<file path="src/rtl/tsrr_pkg.sv">
`default_nettype none

package tsrr_pkg;

  localparam int NumSlots  = 4;
  localparam int IdWidth   = 16;
  localparam int PosWidth  = 2;
  localparam int SlotWidth = 2;
  localparam int CfgIdxW   = 3;

  // Control states
  typedef enum logic [2:0] {
    ST_FREE    = 3'd0,
    ST_WACK    = 3'd1,
    ST_WCOMMIT = 3'd2,
    ST_WAGREE  = 3'd3,
    ST_RESV    = 3'd4,
    ST_TRANSIT = 3'd5
  } state_e;

  // Received message kinds
  localparam logic [2:0] ACT_REQ    = 3'd0;
  localparam logic [2:0] ACT_ACK    = 3'd1;
  localparam logic [2:0] ACT_NACK   = 3'd2;
  localparam logic [2:0] ACT_COMMIT = 3'd3;
  localparam logic [2:0] ACT_AGREE  = 3'd4;
  localparam logic [2:0] ACT_DIS    = 3'd5;
  localparam logic [2:0] ACT_SENSOR = 3'd6;

  // Emitted message kinds
  localparam logic [3:0] K_REQ    = 4'd0;
  localparam logic [3:0] K_ACK    = 4'd1;
  localparam logic [3:0] K_NACK   = 4'd2;
  localparam logic [3:0] K_COMMIT = 4'd3;
  localparam logic [3:0] K_AGREE  = 4'd4;
  localparam logic [3:0] K_DIS    = 4'd5;
  localparam logic [3:0] K_TOK    = 4'd6;
  localparam logic [3:0] K_TNOK   = 4'd7;
  localparam logic [3:0] K_SENSE  = 4'd8;

  // Destinations
  localparam logic [1:0] TO_NEXT = 2'd0;
  localparam logic [1:0] TO_PREV = 2'd1;
  localparam logic [1:0] TO_SENS = 2'd2;

  // Node positions
  localparam logic [1:0] POS_UNUSED = 2'd0;
  localparam logic [1:0] POS_FIRST  = 2'd1;
  localparam logic [1:0] POS_LAST   = 2'd3;

  // Register indexes
  localparam logic [2:0] REG_ID_A  = 3'd0;
  localparam logic [2:0] REG_ID_B  = 3'd1;
  localparam logic [2:0] REG_ID_C  = 3'd2;
  localparam logic [2:0] REG_ID_D  = 3'd3;
  localparam logic [2:0] REG_POS_A = 3'd4;
  localparam logic [2:0] REG_POS_B = 3'd5;
  localparam logic [2:0] REG_POS_C = 3'd6;
  localparam logic [2:0] REG_POS_D = 3'd7;

  typedef struct packed {
    logic [2:0]         action;
    logic [IdWidth-1:0] route_id;
    logic               sensor_on;
  } in_word_t;

  typedef struct packed {
    logic [3:0]         msg_kind;
    logic [1:0]         toward;
    logic [IdWidth-1:0] out_route_id;
    logic               want_on;
    logic               last;
  } out_word_t;

  // Results handed from the controller to the output queue
  typedef struct packed {
    logic [1:0] cnt;
    out_word_t  r0;
    out_word_t  r1;
  } push_t;

endpackage

`default_nettype wire

</file>
<file path="src/rtl/tsrr_cfg.sv">
`default_nettype none

module tsrr_cfg (
  input  logic                                                   clk_i,
  input  logic                                                   rst_ni,
  input  logic                                                   cfg_we_i,
  input  logic [tsrr_pkg::CfgIdxW-1:0]                           cfg_idx_i,
  input  logic [tsrr_pkg::IdWidth-1:0]                           cfg_data_i,
  output logic [tsrr_pkg::NumSlots-1:0][tsrr_pkg::IdWidth-1:0]   id_o,
  output logic [tsrr_pkg::NumSlots-1:0][tsrr_pkg::PosWidth-1:0]  pos_o
);

  logic [tsrr_pkg::NumSlots-1:0][tsrr_pkg::IdWidth-1:0]  id_q, id_d;
  logic [tsrr_pkg::NumSlots-1:0][tsrr_pkg::PosWidth-1:0] pos_q, pos_d;

  always_comb begin
    id_d  = id_q;
    pos_d = pos_q;
    if (cfg_we_i) begin
      unique case (cfg_idx_i)
        tsrr_pkg::REG_ID_A:  id_d[0]  = cfg_data_i;
        tsrr_pkg::REG_ID_B:  id_d[1]  = cfg_data_i;
        tsrr_pkg::REG_ID_C:  id_d[2]  = cfg_data_i;
        tsrr_pkg::REG_ID_D:  id_d[3]  = cfg_data_i;
        tsrr_pkg::REG_POS_A: pos_d[0] = cfg_data_i[tsrr_pkg::PosWidth-1:0];
        tsrr_pkg::REG_POS_B: pos_d[1] = cfg_data_i[tsrr_pkg::PosWidth-1:0];
        tsrr_pkg::REG_POS_C: pos_d[2] = cfg_data_i[tsrr_pkg::PosWidth-1:0];
        tsrr_pkg::REG_POS_D: pos_d[3] = cfg_data_i[tsrr_pkg::PosWidth-1:0];
        default: ;
      endcase
    end
  end

  always_ff @(posedge clk_i or negedge rst_ni) begin
    if (!rst_ni) begin
      id_q  <= '0;
      pos_q <= '0;
    end else begin
      id_q  <= id_d;
      pos_q <= pos_d;
    end
  end

  assign id_o  = id_q;
  assign pos_o = pos_q;

endmodule

`default_nettype wire

</file>
<file path="src/rtl/tsrr_ctrl.sv">
`default_nettype none

module tsrr_ctrl (
  input  logic                                                   clk_i,
  input  logic                                                   rst_ni,
  input  logic                                                   valid_i,
  input  tsrr_pkg::in_word_t                                     word_i,
  input  logic [1:0]                                             free_i,
  input  logic [tsrr_pkg::NumSlots-1:0][tsrr_pkg::IdWidth-1:0]   id_i,
  input  logic [tsrr_pkg::NumSlots-1:0][tsrr_pkg::PosWidth-1:0]  pos_i,
  output logic                                                   consume_o,
  output tsrr_pkg::push_t                                        push_o
);

  tsrr_pkg::state_e                state_q, state_d;
  logic [tsrr_pkg::SlotWidth-1:0]  slot_q, slot_d;

  logic [tsrr_pkg::PosWidth-1:0]   pos;
  logic                            match;
  logic                            found;
  logic [tsrr_pkg::SlotWidth-1:0]  fslot;
  logic [tsrr_pkg::SlotWidth-1:0]  emit_slot;
  logic [1:0]                      n_res;
  logic [3:0]                      k0, k1;
  logic [1:0]                      t0, t1;
  logic                            on1;

  assign pos   = pos_i[slot_q];
  assign match = (word_i.route_id == id_i[slot_q]);

  // Priority search: lowest configured slot with matching id wins
  always_comb begin
    found = 1'b0;
    fslot = '0;
    for (int i = tsrr_pkg::NumSlots - 1; i >= 0; i--) begin
      if (pos_i[i] != tsrr_pkg::POS_UNUSED && id_i[i] == word_i.route_id) begin
        found = 1'b1;
        fslot = tsrr_pkg::SlotWidth'(i);
      end
    end
  end

  // Next state
  always_comb begin
    state_d = state_q;
    slot_d  = slot_q;
    unique case (state_q)
      tsrr_pkg::ST_WACK: begin
        if (word_i.action == tsrr_pkg::ACT_ACK && match) begin
          state_d = (pos == tsrr_pkg::POS_FIRST) ? tsrr_pkg::ST_WAGREE : tsrr_pkg::ST_WCOMMIT;
        end else if (word_i.action == tsrr_pkg::ACT_NACK && match) begin
          state_d = tsrr_pkg::ST_FREE;
          slot_d  = '0;
        end
      end
      tsrr_pkg::ST_WCOMMIT: begin
        if (word_i.action == tsrr_pkg::ACT_COMMIT && match) begin
          state_d = (pos == tsrr_pkg::POS_LAST) ? tsrr_pkg::ST_RESV : tsrr_pkg::ST_WAGREE;
        end else if (word_i.action == tsrr_pkg::ACT_DIS && match) begin
          state_d = tsrr_pkg::ST_FREE;
          slot_d  = '0;
        end
      end
      tsrr_pkg::ST_WAGREE: begin
        if (word_i.action == tsrr_pkg::ACT_AGREE && match) begin
          state_d = tsrr_pkg::ST_RESV;
        end else if (word_i.action == tsrr_pkg::ACT_DIS && match) begin
          state_d = tsrr_pkg::ST_FREE;
          slot_d  = '0;
        end
      end
      tsrr_pkg::ST_RESV: begin
        if (word_i.action == tsrr_pkg::ACT_SENSOR && word_i.sensor_on) begin
          state_d = tsrr_pkg::ST_TRANSIT;
        end else if (word_i.action == tsrr_pkg::ACT_DIS && match) begin
          state_d = tsrr_pkg::ST_FREE;
          slot_d  = '0;
        end
      end
      tsrr_pkg::ST_TRANSIT: begin
        if (word_i.action == tsrr_pkg::ACT_SENSOR && !word_i.sensor_on) begin
          state_d = tsrr_pkg::ST_FREE;
          slot_d  = '0;
        end
      end
      default: begin
        if (word_i.action == tsrr_pkg::ACT_REQ) begin
          if (found) begin
            slot_d  = fslot;
            state_d = (pos_i[fslot] == tsrr_pkg::POS_LAST) ? tsrr_pkg::ST_WCOMMIT
                                                           : tsrr_pkg::ST_WACK;
          end
        end else begin
          state_d = tsrr_pkg::ST_FREE;
        end
      end
    endcase
  end

  // Outputs: up to two messages
  always_comb begin
    n_res     = 2'd0;
    k0        = tsrr_pkg::K_REQ;
    t0        = tsrr_pkg::TO_NEXT;
    k1        = tsrr_pkg::K_SENSE;
    t1        = tsrr_pkg::TO_SENS;
    on1       = 1'b0;
    emit_slot = slot_q;
    unique case (state_q)
      tsrr_pkg::ST_WACK: begin
        if (word_i.action == tsrr_pkg::ACT_ACK && match) begin
          n_res = 2'd1;
          if (pos == tsrr_pkg::POS_FIRST) begin
            k0 = tsrr_pkg::K_COMMIT;
            t0 = tsrr_pkg::TO_NEXT;
          end else begin
            k0 = tsrr_pkg::K_ACK;
            t0 = tsrr_pkg::TO_PREV;
          end
        end else if (word_i.action == tsrr_pkg::ACT_NACK && match) begin
          n_res = 2'd1;
          k0    = (pos == tsrr_pkg::POS_FIRST) ? tsrr_pkg::K_TNOK : tsrr_pkg::K_NACK;
          t0    = tsrr_pkg::TO_PREV;
        end
      end
      tsrr_pkg::ST_WCOMMIT: begin
        if (word_i.action == tsrr_pkg::ACT_COMMIT && match) begin
          if (pos == tsrr_pkg::POS_LAST) begin
            n_res = 2'd2;
            k0    = tsrr_pkg::K_AGREE;
            t0    = tsrr_pkg::TO_PREV;
            on1   = 1'b1;
          end else begin
            n_res = 2'd1;
            k0    = tsrr_pkg::K_COMMIT;
            t0    = tsrr_pkg::TO_NEXT;
          end
        end else if (word_i.action == tsrr_pkg::ACT_DIS && match
                     && pos != tsrr_pkg::POS_LAST) begin
          n_res = 2'd1;
          k0    = tsrr_pkg::K_DIS;
          t0    = tsrr_pkg::TO_NEXT;
        end
      end
      tsrr_pkg::ST_WAGREE: begin
        if (word_i.action == tsrr_pkg::ACT_AGREE && match) begin
          n_res = 2'd2;
          k0    = (pos == tsrr_pkg::POS_FIRST) ? tsrr_pkg::K_TOK : tsrr_pkg::K_AGREE;
          t0    = tsrr_pkg::TO_PREV;
          on1   = 1'b1;
        end else if (word_i.action == tsrr_pkg::ACT_DIS && match) begin
          n_res = 2'd1;
          k0    = (pos == tsrr_pkg::POS_FIRST) ? tsrr_pkg::K_TNOK : tsrr_pkg::K_DIS;
          t0    = tsrr_pkg::TO_PREV;
        end
      end
      tsrr_pkg::ST_RESV: begin
        if (word_i.action == tsrr_pkg::ACT_SENSOR && word_i.sensor_on) begin
          n_res = 2'd1;
          k0    = tsrr_pkg::K_SENSE;
          t0    = tsrr_pkg::TO_SENS;
        end else if (word_i.action == tsrr_pkg::ACT_DIS && match
                     && pos != tsrr_pkg::POS_LAST) begin
          n_res = 2'd1;
          k0    = tsrr_pkg::K_DIS;
          t0    = tsrr_pkg::TO_NEXT;
        end
      end
      tsrr_pkg::ST_TRANSIT: ;
      default: begin
        if (word_i.action == tsrr_pkg::ACT_REQ && found) begin
          n_res     = 2'd1;
          emit_slot = fslot;
          if (pos_i[fslot] == tsrr_pkg::POS_LAST) begin
            k0 = tsrr_pkg::K_ACK;
            t0 = tsrr_pkg::TO_PREV;
          end else begin
            k0 = tsrr_pkg::K_REQ;
            t0 = tsrr_pkg::TO_NEXT;
          end
        end
      end
    endcase
  end

  // Take the word only when the queue has room for all its results
  assign consume_o = valid_i && (free_i >= n_res);

  always_comb begin
    push_o                 = '0;
    push_o.cnt             = consume_o ? n_res : 2'd0;
    push_o.r0.msg_kind     = k0;
    push_o.r0.toward       = t0;
    push_o.r0.out_route_id = id_i[emit_slot];
    push_o.r0.want_on      = 1'b0;
    push_o.r0.last         = (n_res == 2'd1);
    push_o.r1.msg_kind     = k1;
    push_o.r1.toward       = t1;
    push_o.r1.out_route_id = id_i[emit_slot];
    push_o.r1.want_on      = on1;
    push_o.r1.last         = 1'b1;
  end

  always_ff @(posedge clk_i or negedge rst_ni) begin
    if (!rst_ni) begin
      state_q <= tsrr_pkg::ST_FREE;
      slot_q  <= '0;
    end else if (consume_o) begin
      state_q <= state_d;
      slot_q  <= slot_d;
    end
  end

endmodule

`default_nettype wire

</file>
<file path="src/rtl/tsrr_outq.sv">
`default_nettype none

module tsrr_outq (
  input  logic                clk_i,
  input  logic                rst_ni,
  input  tsrr_pkg::push_t     push_i,
  output logic [1:0]          free_o,
  output logic                out_valid_o,
  input  logic                out_stall_i,
  output tsrr_pkg::out_word_t out_word_o
);

  // Two-entry queue, entry 0 is the head
  logic [1:0]          cnt_q, cnt_d;
  tsrr_pkg::out_word_t e0_q, e0_d, e1_q, e1_d;
  logic                pop;
  logic [1:0]          base;

  assign pop    = (cnt_q != 2'd0) && !out_stall_i;
  assign base   = cnt_q - {1'b0, pop};
  assign free_o = 2'd2 - base;

  always_comb begin
    e0_d = e0_q;
    e1_d = e1_q;
    if (pop) begin
      e0_d = e1_q;
    end
    if (push_i.cnt != 2'd0) begin
      if (base == 2'd0) begin
        e0_d = push_i.r0;
      end else begin
        e1_d = push_i.r0;
      end
    end
    if (push_i.cnt == 2'd2) begin
      e1_d = push_i.r1;
    end
    cnt_d = base + push_i.cnt;
  end

  always_ff @(posedge clk_i or negedge rst_ni) begin
    if (!rst_ni) begin
      cnt_q <= 2'd0;
    end else begin
      cnt_q <= cnt_d;
    end
  end

  always_ff @(posedge clk_i) begin
    e0_q <= e0_d;
    e1_q <= e1_d;
  end

  assign out_valid_o = (cnt_q != 2'd0);
  assign out_word_o  = e0_q;

endmodule

`default_nettype wire

</file>
<file path="src/rtl/track_section_route_reservation.sv">
`default_nettype none

// Channel   Direction  Handshake               Word
// input     in         in_valid_i / in_stall_o   tsrr_pkg::in_word_t
// output    out        out_valid_o / out_stall_i tsrr_pkg::out_word_t
// config    in         cfg_we_i (no stall)       cfg_idx_i, cfg_data_i
//
// Flow: a word is held in the input register, then the controller decides
// and pushes its zero, one or two results into a two-entry output queue.
// Words with at most one result go at one per cycle while the output is not
// stalled; a two-result word needs the whole queue free (one read port).
// Reset: async, active low; state returns to not reserved, slot 0, config 0.
// Stalls: the input register holds while the queue lacks room for all of
// a word's results; a draining queue entry counts as room the same cycle.

module track_section_route_reservation (
  input  logic                              clk_i,
  input  logic                              rst_ni,
  input  logic                              in_valid_i,
  output logic                              in_stall_o,
  input  tsrr_pkg::in_word_t                in_word_i,
  output logic                              out_valid_o,
  input  logic                              out_stall_i,
  output tsrr_pkg::out_word_t               out_word_o,
  input  logic                              cfg_we_i,
  input  logic [tsrr_pkg::CfgIdxW-1:0]      cfg_idx_i,
  input  logic [tsrr_pkg::IdWidth-1:0]      cfg_data_i
);

  logic                                                  in_valid_q, in_valid_d;
  tsrr_pkg::in_word_t                                    in_word_q;
  logic                                                  in_take;
  logic                                                  consume;
  logic [1:0]                                            free;
  tsrr_pkg::push_t                                       push;
  logic [tsrr_pkg::NumSlots-1:0][tsrr_pkg::IdWidth-1:0]  cfg_id;
  logic [tsrr_pkg::NumSlots-1:0][tsrr_pkg::PosWidth-1:0] cfg_pos;

  // Input register: refills in the same cycle it is consumed
  assign in_stall_o = in_valid_q && !consume;
  assign in_take    = in_valid_i && !in_stall_o;

  always_comb begin
    in_valid_d = in_valid_q;
    if (in_take) begin
      in_valid_d = 1'b1;
    end else if (consume) begin
      in_valid_d = 1'b0;
    end
  end

  always_ff @(posedge clk_i or negedge rst_ni) begin
    if (!rst_ni) begin
      in_valid_q <= 1'b0;
    end else begin
      in_valid_q <= in_valid_d;
    end
  end

  always_ff @(posedge clk_i) begin
    if (in_take) begin
      in_word_q <= in_word_i;
    end
  end

  // Route slot registers, read live by the controller
  tsrr_cfg u_cfg (
    .clk_i      (clk_i),
    .rst_ni     (rst_ni),
    .cfg_we_i   (cfg_we_i),
    .cfg_idx_i  (cfg_idx_i),
    .cfg_data_i (cfg_data_i),
    .id_o       (cfg_id),
    .pos_o      (cfg_pos)
  );

  // Handshake state machine and message builder
  tsrr_ctrl u_ctrl (
    .clk_i     (clk_i),
    .rst_ni    (rst_ni),
    .valid_i   (in_valid_q),
    .word_i    (in_word_q),
    .free_i    (free),
    .id_i      (cfg_id),
    .pos_i     (cfg_pos),
    .consume_o (consume),
    .push_o    (push)
  );

  // Result queue toward the output channel
  tsrr_outq u_outq (
    .clk_i       (clk_i),
    .rst_ni      (rst_ni),
    .push_i      (push),
    .free_o      (free),
    .out_valid_o (out_valid_o),
    .out_stall_i (out_stall_i),
    .out_word_o  (out_word_o)
  );

endmodule

`default_nettype wire

</file>
<file path="config.mk">
export PLATFORM = sky130hd
export DESIGN_NAME = track_section_route_reservation
export DESIGN_NICKNAME = d
export VERILOG_FILES = /design/src/rtl/tsrr_pkg.sv /design/src/rtl/tsrr_cfg.sv /design/src/rtl/tsrr_ctrl.sv /design/src/rtl/tsrr_outq.sv /design/src/rtl/track_section_route_reservation.sv
export SDC_FILE = /design/constraint.sdc
export NUM_CORES = 1
export LEC_CHECK = 0
export BUFFER_PORTS_ARGS = -buffer_cell sky130_fd_sc_hd__buf_4
export CORE_UTILIZATION = 25
export CTS_CLUSTER_SIZE = 14
export DETAILED_ROUTE_END_ITERATION = 6
export MAX_ROUTING_LAYER = met4
export SLEW_MARGIN = 15
export SYNTH_ARGS = -nofsm -noshare
export SYNTH_HDL_FRONTEND = slang
export SYNTH_SLANG_ARGS = --single-unit
</file>
<file path="constraint.sdc">
create_clock -name clk_i -period 5.6 [get_ports clk_i]
set_clock_uncertainty 0.05 [all_clocks]
set_input_delay 1.4 -clock clk_i [delete_from_list [all_inputs] [get_ports clk_i]]
set_output_delay 1.4 -clock clk_i [all_outputs]
set_load 0.02 [all_outputs]
</file>
==> results of run 1 <==
final timing paths:
path / from / end / slack [ps] / cells after the start
max reg2reg: u_ctrl.slot_q[1] / u_outq.e1_q[4] / 980 / 14
max in group asynchronous: rst_ni / u_ctrl.slot_q[0] / 3680 / 1
min reg2reg: u_outq.e1_q[0] / u_outq.e1_q[0] / 400 / 1
max: u_ctrl.slot_q[1] / in_stall_o / 340 / 11
min: u_outq.e1_q[0] / u_outq.e1_q[0] / 400 / 1
min in group asynchronous: rst_ni / u_cfg.id_o[8] / 1110 / 1
area by class of cell:
cell class | instances | area [sq um]
clock inverter | 15 | 215.2
multi-input combinational | 557 | 4392
inverter | 13 | 48.80
timing repair buffer | 78 | 585.6
antenna | 2 | 5.005
tap | 442 | 553.0
fill | 3359 | 22680
sequential | 147 | 3715
clock buffer | 17 | 425.4
metal layers:
metal | share of wire, % | up-vias | routed length [um] | global-route usage, %
li1 | - | 2843 | - | -
met5 | 0 | - | 0 | -
met2 | 46 | 160 | 10260 | 21.95
met4 | 1.9 | 0 | 422 | 4.467
met1 | 48 | 2897 | 10770 | 19.21
met3 | 4.4 | 31 | 996 | 2.707
power breakdown:
group | switching [mW] | internal (mW)
Combinational | 0.761 | 0.612
Clock | 0.523 | 0.727
Sequential | 0.315 | 1.36
Total | 1.60 | 2.70
repair_timing:
action / CTS / global route
endpoints found under the setup margin: 0 / 1
endpoints found under the hold margin: 0 / 0
resized for setup: 0 / 1
cells in the final DEF, fill, tap and decap left out, types with 17 or more instances in the layout:
master,netlist,layout
nand2_1,92,92
mux2_2,87,87
dfrtp_1,80,79
buf_4,2,78
mux2i_1,50,49
xor2_1,45,45
edfxtp_1,37,37
xnor2_1,34,34
dfxtp_1,30,30
nor2_1,28,28
nor3_1,21,19
and2_1,19,19
a21oi_1,18,18
clkbuf_16,0,17
synth_stat cells (all sizes together) (11+ instances only):
library cell	n	area, sq um
a21oi	18	90.09
and2	19	118.9
buf	15	87.57
clkbuf	31	116.4
dfrtp	80	2002
dfxtp	30	600.6
edfxtp	37	1111
inv	13	48.80
mux2	89	1010
mux2i	50	500.5
mux4	14	326.6
nand2	93	351.6
nand2b	12	75.07
nand3	11	55.05
nor2	29	116.4
nor3	21	105.1
nor4	13	81.33
o21ai	13	65.06
xnor2	34	297.8
xor2	45	394.1
state kept, by name, indices dropped and copies added (netlist names):
name and cells:
u_ctrl.state_q 3, u_outq.out_word_o 24, u_cfg.id_o 64, u_cfg.pos_o 8, u_ctrl.slot_q 2, in_valid_q 1, u_outq.cnt_q 2, u_outq.e1_q 23
in_word_q 20
metrics by stage:
stage                     hold WS (ps)  std cells
final                            395.7       1271
after global routing             412.4       1269
after CTS                        398.9       1269
after detailed placement         381.8       1237
after global placement           376.3       1237
after floorplan                  366.3        763
cells by family after synthesis:
family	Yosys count	share of synthesized area [%]
AO/OA/AOI/OAI	69	5.617
XOR/XNOR	79	8.327
adder cells (fa/ha/maj)	5	0.7529
buffers and inverters	59	3.042
flip-flops	147	44.69
multiplexers	153	22.11
AND/OR/NAND/NOR	251	15.46
==> reports/summary.txt, run 1 <==
Ports -> 70
Initial Utilization -> 25.47%
YS warnings -> 0
Synth Area per Inst -> 10.89 sq um
Post-Route Setup TNS -> 0 ps
crit path max-delay cell type -> dfrtp_1
initial antenna violation count -> 0
Worst setup SP type -> flip-flop
Worst-path clk slew -> 70 ps
Leak -> 4.130 nW
final setup margin -> 336.0 ps
cts bufs inserted -> 17
Post-CTS Setup Repair Bufs -> 0
Netlist Area Pre-Place -> 0.008309 sq mm
TritonCTS Sinks -> 147
root buffer cell -> clkbuf_16
fin nets -> 863
crit path buf inv count -> 1
Worst Path Arrival -> 3810 ps
via count -> 5931
largest net degree at the start of global routing -> 81
total core area -> 0.03262 sq mm
critical path peak fanout -> 16
synthesized instance count -> 763
GR Overflow Total -> 0
status -> complete, no violations
GRT Total Usage -> 14.39%
WL final -> 22450 um
number of DRC markers in iteration 0 -> 468
max_cap viols -> 0
hold buffer count at cts -> 0
Routed Antenna Nets -> 0
Worst slew margin -> 19.79%
first-pass detailed-route iteration total -> 5
Req. time, crit path -> 4150 ps
Worst-Margin Slew -> 1202 ps
number of global-route vias before repair -> 6076
Top FF cell, synth -> dfrtp_1
Synth cell types -> 62
Via density -> 4.666
core occupancy in the finished layout -> 30.47%
detailed placement HPWL -> 16810 um
clock tree buffer depth -> 2
layout cell share with drive strength beyond 1 -> 27.93%
H-tree depth -> 4
Setup violations, final -> 0
Post-synth EDFFs -> 37
crit-path leading delay family -> simple AND/OR/NAND/NOR gates
Clk Latency, worst-skew pair -> 430 ps
HP Class -> reg2reg
Hold Fails Final Rpt -> 0
die height -> 184.3 um
CP Capture Type -> output pin
DRC -> 0
pre-CTS setup slack -> 650.7 ps
Placement Rows -> 66
Crit Path Class -> reg2out
first-pass GRT wire length -> 35780 um
FMAX -> 190.0 MHz
Slew Viols, Final -> 0
Net Count, Synth -> 812
Tmin final -> 5264 ps
CP cell instances -> mux4_2, xor2_1, nor4_1, and4_4, o211ai_1, nand3_1, ha_1, nand2b_1, a21oi_1, and2_1, buf_4
cell area after layout -> 0.009940 sq mm
WL/cell -> 17.66 um
placed instance area -> 0.009293 sq mm
Die W -> 184.3 um
total power -> 4.295 mW
CTS tree -> built
pwr dens -> 432.2 mW/mm^2
share of the yosys chip area belonging to registers -> 44.69%
DIE AREA -> 0.03397 sq mm
Synth Register Bits -> 147
period utilisation layout -> 94.00%
ys async rst share -> 54.42%
VDD IR max -> 0.1898 mV
Area Growth Syn to Fin -> 19.62%
Worst path max stage delay -> 800 ps
RSZ-0062 raised after global routing -> no
Port Buffer Count -> 69
GPL Wtd Cong -> 0.9217
Note: power is estimated with default switching activity, not from simulation.
==> run 2: changes to the inputs <==
- CTS_BUF_LIST: unset -> sky130_fd_sc_hd__clkbuf_4
- clock period: 5.6 -> 5.5 ns (I/O delays scaled with it)
==> reports/summary.txt, run 2 (synthesis results as in run 1) <==
Initial Utilization -> 25.47%
first-pass detailed-route iteration total -> 5
Area Growth Syn to Fin -> 15.51%
Req. time, crit path -> 4070 ps
GPL Wtd Cong -> 0.9330
Placement Rows -> 66
number of DRC markers in iteration 0 -> 518
detailed placement HPWL -> 16720 um
status -> complete, no violations
via count -> 5877
Hold Fails Final Rpt -> 0
top sig layer -> met4
most common cell after layout, fill and taps aside -> nand2_1
Worst setup SP type -> flip-flop
most frequent cells in the layout -> nand2_1, mux2_2, dfrtp_1, buf_4, mux2i_1
max_cap viols -> 0
Worst slew margin -> 28.42%
max reg flops -> 64
critical path peak fanout -> 6
DIE AREA -> 0.03397 sq mm
Worst-path clk slew -> 130 ps
largest net degree at the start of global routing -> 81
pwr dens -> 394.8 mW/mm^2
GR Overflow Total -> 0
Tmin final -> 5167 ps
RSZ-0062 raised after global routing -> no
Via density -> 4.624
FMAX -> 193.5 MHz
WL/cell -> 17.49 um
root buffer cell -> clkbuf_4
Leak -> 3.951 nW
first-pass GRT wire length -> 35240 um
clock tree buffer depth -> 2
period utilisation layout -> 93.95%
Port Buffer Count -> 69
Routed met3 length -> 812 um
number of global-route vias before repair -> 5995
Worst-Margin Slew -> 1072 ps
die height -> 184.3 um
Setup violations, final -> 0
Routed Antenna Nets -> 0
WL final -> 22230 um
VDD IR max -> 0.1344 mV
Slew Viols, Final -> 0
layout cell share with drive strength beyond 1 -> 27.90%
Clk Latency, worst-skew pair -> 550 ps
TritonCTS Sinks -> 147
Post-Route Setup TNS -> 0 ps
total core area -> 0.03262 sq mm
HP Class -> reg2reg
DRC -> 0
fin nets -> 864
CP Capture Type -> output pin
Worst Path Arrival -> 3740 ps
Die W -> 184.3 um
cts bufs inserted -> 17
Crit Path Class -> reg2out
CTS tree -> built
Ports -> 70
initial antenna violation count -> 1
H-tree depth -> 4
met2 WL -> 10240 um
GRT Total Usage -> 14.15%
hold_ws -> 408.8 ps
wire length on met1 -> 10940 um
[run 2: changes by cell type in the layout (fill, tap and decap cells not counted), sizes merged]
cell,before,now
bufinv,3,2
buf,78,79
clkbuf,17,19
clkinvlp,0,4
diode,2,1
clkinv,3,6
inv,22,14
[run 2: what timing repair did]
action,4_1_cts,5_1_grt
endpoints found under the setup margin,0,1
hold buffers,0,0
endpoints found under the hold margin,0,0
resized for setup,0,4
buffers inserted,0,1
[run 2: stage by stage]
step | instances | utilization (%) | worst slack [ps] | power (mW) | cell area (sq um)
2_1_floorplan | 763 | - | 778.3 | 2.592 | 8309
3_3_place_gp | 1237 | 28.49 | 780.4 | 3.120 | 9293
3_5_place_dp | 1237 | 28.49 | 714.3 | 3.131 | 9293
4_1_cts | 1269 | 29.34 | 65.60 | 3.829 | 9572
5_1_grt | 1271 | 29.42 | 11.89 | 4.056 | 9598
6_report | 1271 | 29.42 | 332.9 | 3.790 | 9598
[run 2: area by class of cell]
type                       instances  area, sq um
antenna                            1        2.502
clock buffer                      19        142.6
clock inverter                    13        136.4
fill                            3430        23020
inverter                          13        48.80
multi-input combinational        557         4403
sequential                       147         3715
tap                              442        553.0
timing repair buffer              79        596.8
[run 2: path summary, 6_finish.rpt]
kind / slack, ps / startpoint / end / depth (start not counted)
worst max-delay path: 330 / u_ctrl.slot_q[0] / in_stall_o / 11
worst min-delay path: 410 / u_outq.e1_q[0] / u_outq.e1_q[0] / 1
worst max register to register: 1140 / u_ctrl.slot_q[0] / u_outq.e1_q[2] / 14
worst min register to register: 410 / u_outq.e1_q[0] / u_outq.e1_q[0] / 1
max in group asynchronous: 3740 / rst_ni / u_ctrl.slot_q[0] / 1
min in group asynchronous: 940 / rst_ni / u_cfg.id_o[6] / 1
[run 2: power breakdown]
| part | total, mW | internal (mW) | leakage (nW) | switching (mW) |
|---|---|---|---|---|
| Sequential | 1.70 | 1.38 | 1.59 | 0.318 |
| Combinational | 1.40 | 0.626 | 2.22 | 0.779 |
| Clock | 0.688 | 0.278 | 0.138 | 0.410 |
| Total | 3.79 | 2.28 | 3.95 | 1.51 |
[run 2: worst max-delay path: stages (launching register included)]
cell and delay [ps]:
dfrtp_2 490, mux4_1 600, xnor2_1 160, nor4_2 320
and4_4 320, o211ai_1 100, nand3_1 200, ha_1 270
nand2b_1 140, a21oi_1 210, and2_1 220, buf_4 160
[run 2: layer usage]
metal / vias up / GRT usage, %
met2: 131 / 21.60
li1: 2838 / -
met5: - / -
met1: 2897 / 19.16
met4: 0 / 3.633
met3: 11 / 2.628
==> run 3: changes to the inputs <==
- PLACE_DENSITY: unset -> 0.36
- clock period: 5.5 -> 6.1 ns (I/O delays scaled with it)
==> reports/summary.txt, run 3 (synthesis results as in run 1) <==
cts bufs inserted -> 17
Clk Latency, worst-skew pair -> 600 ps
Worst setup SP type -> flip-flop
cell area after layout -> 0.009649 sq mm
Worst Path Arrival -> 4270 ps
Slew Viols, Final -> 0
status -> complete, no violations
max_cap viols -> 0
GR Overflow Total -> 0
Placement Rows -> 66
Post-CTS Setup Repair Bufs -> 0
total core area -> 0.03262 sq mm
Via density -> 4.675
RSZ-0062 raised after global routing -> no
combinational power share -> 35.9%
WL/cell -> 19.86 um
HP Class -> reg2reg
Worst-path clk slew -> 120 ps
TritonCTS Sinks -> 147
CTS tree -> built
core occupancy in the finished layout -> 29.58%
Port Buffer Count -> 69
Req. time, crit path -> 4530 ps
max reg flops -> 64
GPL Wtd Cong -> 0.8351
Sw Share -> 38.95%
final instance count without filler cells -> 1274
Fillers -> 3408
fin nets -> 867
sequential fraction of design power -> 44.1%
Tmin final -> 5847 ps
clock power share -> 20.0%
internal power -> 2.147 mW
pre-CTS setup slack -> 882.1 ps
Routed Antenna Nets -> 0
placed instance area -> 0.009299 sq mm
Crit Path Class -> reg2out
final setup margin -> 252.5 ps
largest net degree at the start of global routing -> 45
Worst path max stage delay -> 840 ps
Worst-Margin Slew -> 1083 ps
Post-Route Setup TNS -> 0 ps
pwr dens -> 364.5 mW/mm^2
Die W -> 184.3 um
Leak -> 4.008 nW
most frequent cells in the layout -> nand2_1, mux2_2, buf_4, dfrtp_1, mux2i_1
most common cell after layout, fill and taps aside -> nand2_1
clock tree buffer depth -> 2
Area Growth Syn to Fin -> 16.13%
Setup violations, final -> 0
VDD IR max -> 0.1218 mV
DIE AREA -> 0.03397 sq mm
H-tree depth -> 4
number of DRC markers in iteration 0 -> 290
via count -> 5956
hold_ws -> 417.6 ps
Initial Utilization -> 25.47%
Hold Fails Final Rpt -> 0
CP cell instances -> mux4_1, xnor2_1, nor4_1, and4_4, o211ai_1, nand3_1, ha_1, nand2b_1, a21oi_1, and2_1, buf_4
detailed placement HPWL -> 18970 um
WL final -> 25300 um
die height -> 184.3 um
DRC -> 0
total power -> 3.517 mW
initial antenna violation count -> 2
first-pass detailed-route iteration total -> 5
layout cell share with drive strength beyond 1 -> 28.04%
crit path max-delay cell type -> dfrtp_1
post-placement cell count -> 1240
critical path peak fanout -> 12
post-cts resize count -> 0
period utilisation layout -> 95.86%
hold buffer count at cts -> 0
Sw Pwr -> 1.370 mW
Worst slew margin -> 26.78%
number of global-route vias before repair -> 6167
first-pass GRT wire length -> 38910 um
CP Capture Type -> output pin
GRT Total Usage -> 16.19%
FF-to-FF setup slack -> 1220 ps
root buffer cell -> clkbuf_4
Ports -> 70
FMAX -> 171.0 MHz
==> run 3: power by group through the flow <==
stage          Combinational (mW)  Sequential [mW]  Clock, mW
2_1_floorplan               0.871             1.47          0
3_3_place_gp                 1.28             1.57          0
3_5_place_dp                 1.28             1.57          0
4_1_cts                      1.29             1.55      0.742
5_1_grt                      1.39             1.59      0.776
6_report                     1.26             1.55      0.704
==> run 3: layer usage <==
metal	wire (um)	track usage [%]	vias to the layer above
met1	12410	21.42	2983
met5	0	-	-
met2	11560	24.97	118
met4	425	5.367	0
met3	906	2.786	21
li1	-	-	2834
==> run 3: worst max-delay path: cells and delay by family (launching register included) <==
kind	cells	cell delay, ps
buffers and inverters	1	170
adders and majority gates	1	280
xor gates and xnor gates	1	150
DFF	1	840
AOI/OAI and AO/OA	2	280
muxes	1	660
and+or+nand+nor	5	1300
==> run 3: final cells by class <==
cell class | count | area [sq um] | share of cell area (%)
Multi-Input combinational cell | 557 | 4375 | 45.34
Sequential cell | 147 | 3714 | 38.49
Timing Repair Buffer | 82 | 635.6 | 6.587
Tap cell | 442 | 553.0 | 5.731
Clock inverter | 11 | 162.7 | 1.686
Clock buffer | 21 | 157.7 | 1.634
Inverter | 13 | 48.80 | 0.5057
Antenna cell | 1 | 2.502 | 0.02593
==> run 3: worst paths after layout <==
| kind | startpoint | endpoint | depth (start not counted) |
|---|---|---|---|
| worst min-delay path | u_outq.out_word_o[19] | u_outq.out_word_o[19] | 2 |
| worst min register to register | u_outq.out_word_o[19] | u_outq.out_word_o[19] | 2 |
| worst max-delay path | u_ctrl.slot_q[0] | in_stall_o | 11 |
| max in group asynchronous | rst_ni | u_cfg.id_o[44] | 2 |
| worst max register to register | u_ctrl.slot_q[0] | u_outq.e1_q[4] | 14 |
| min in group asynchronous | rst_ni | u_cfg.id_o[20] | 1 |
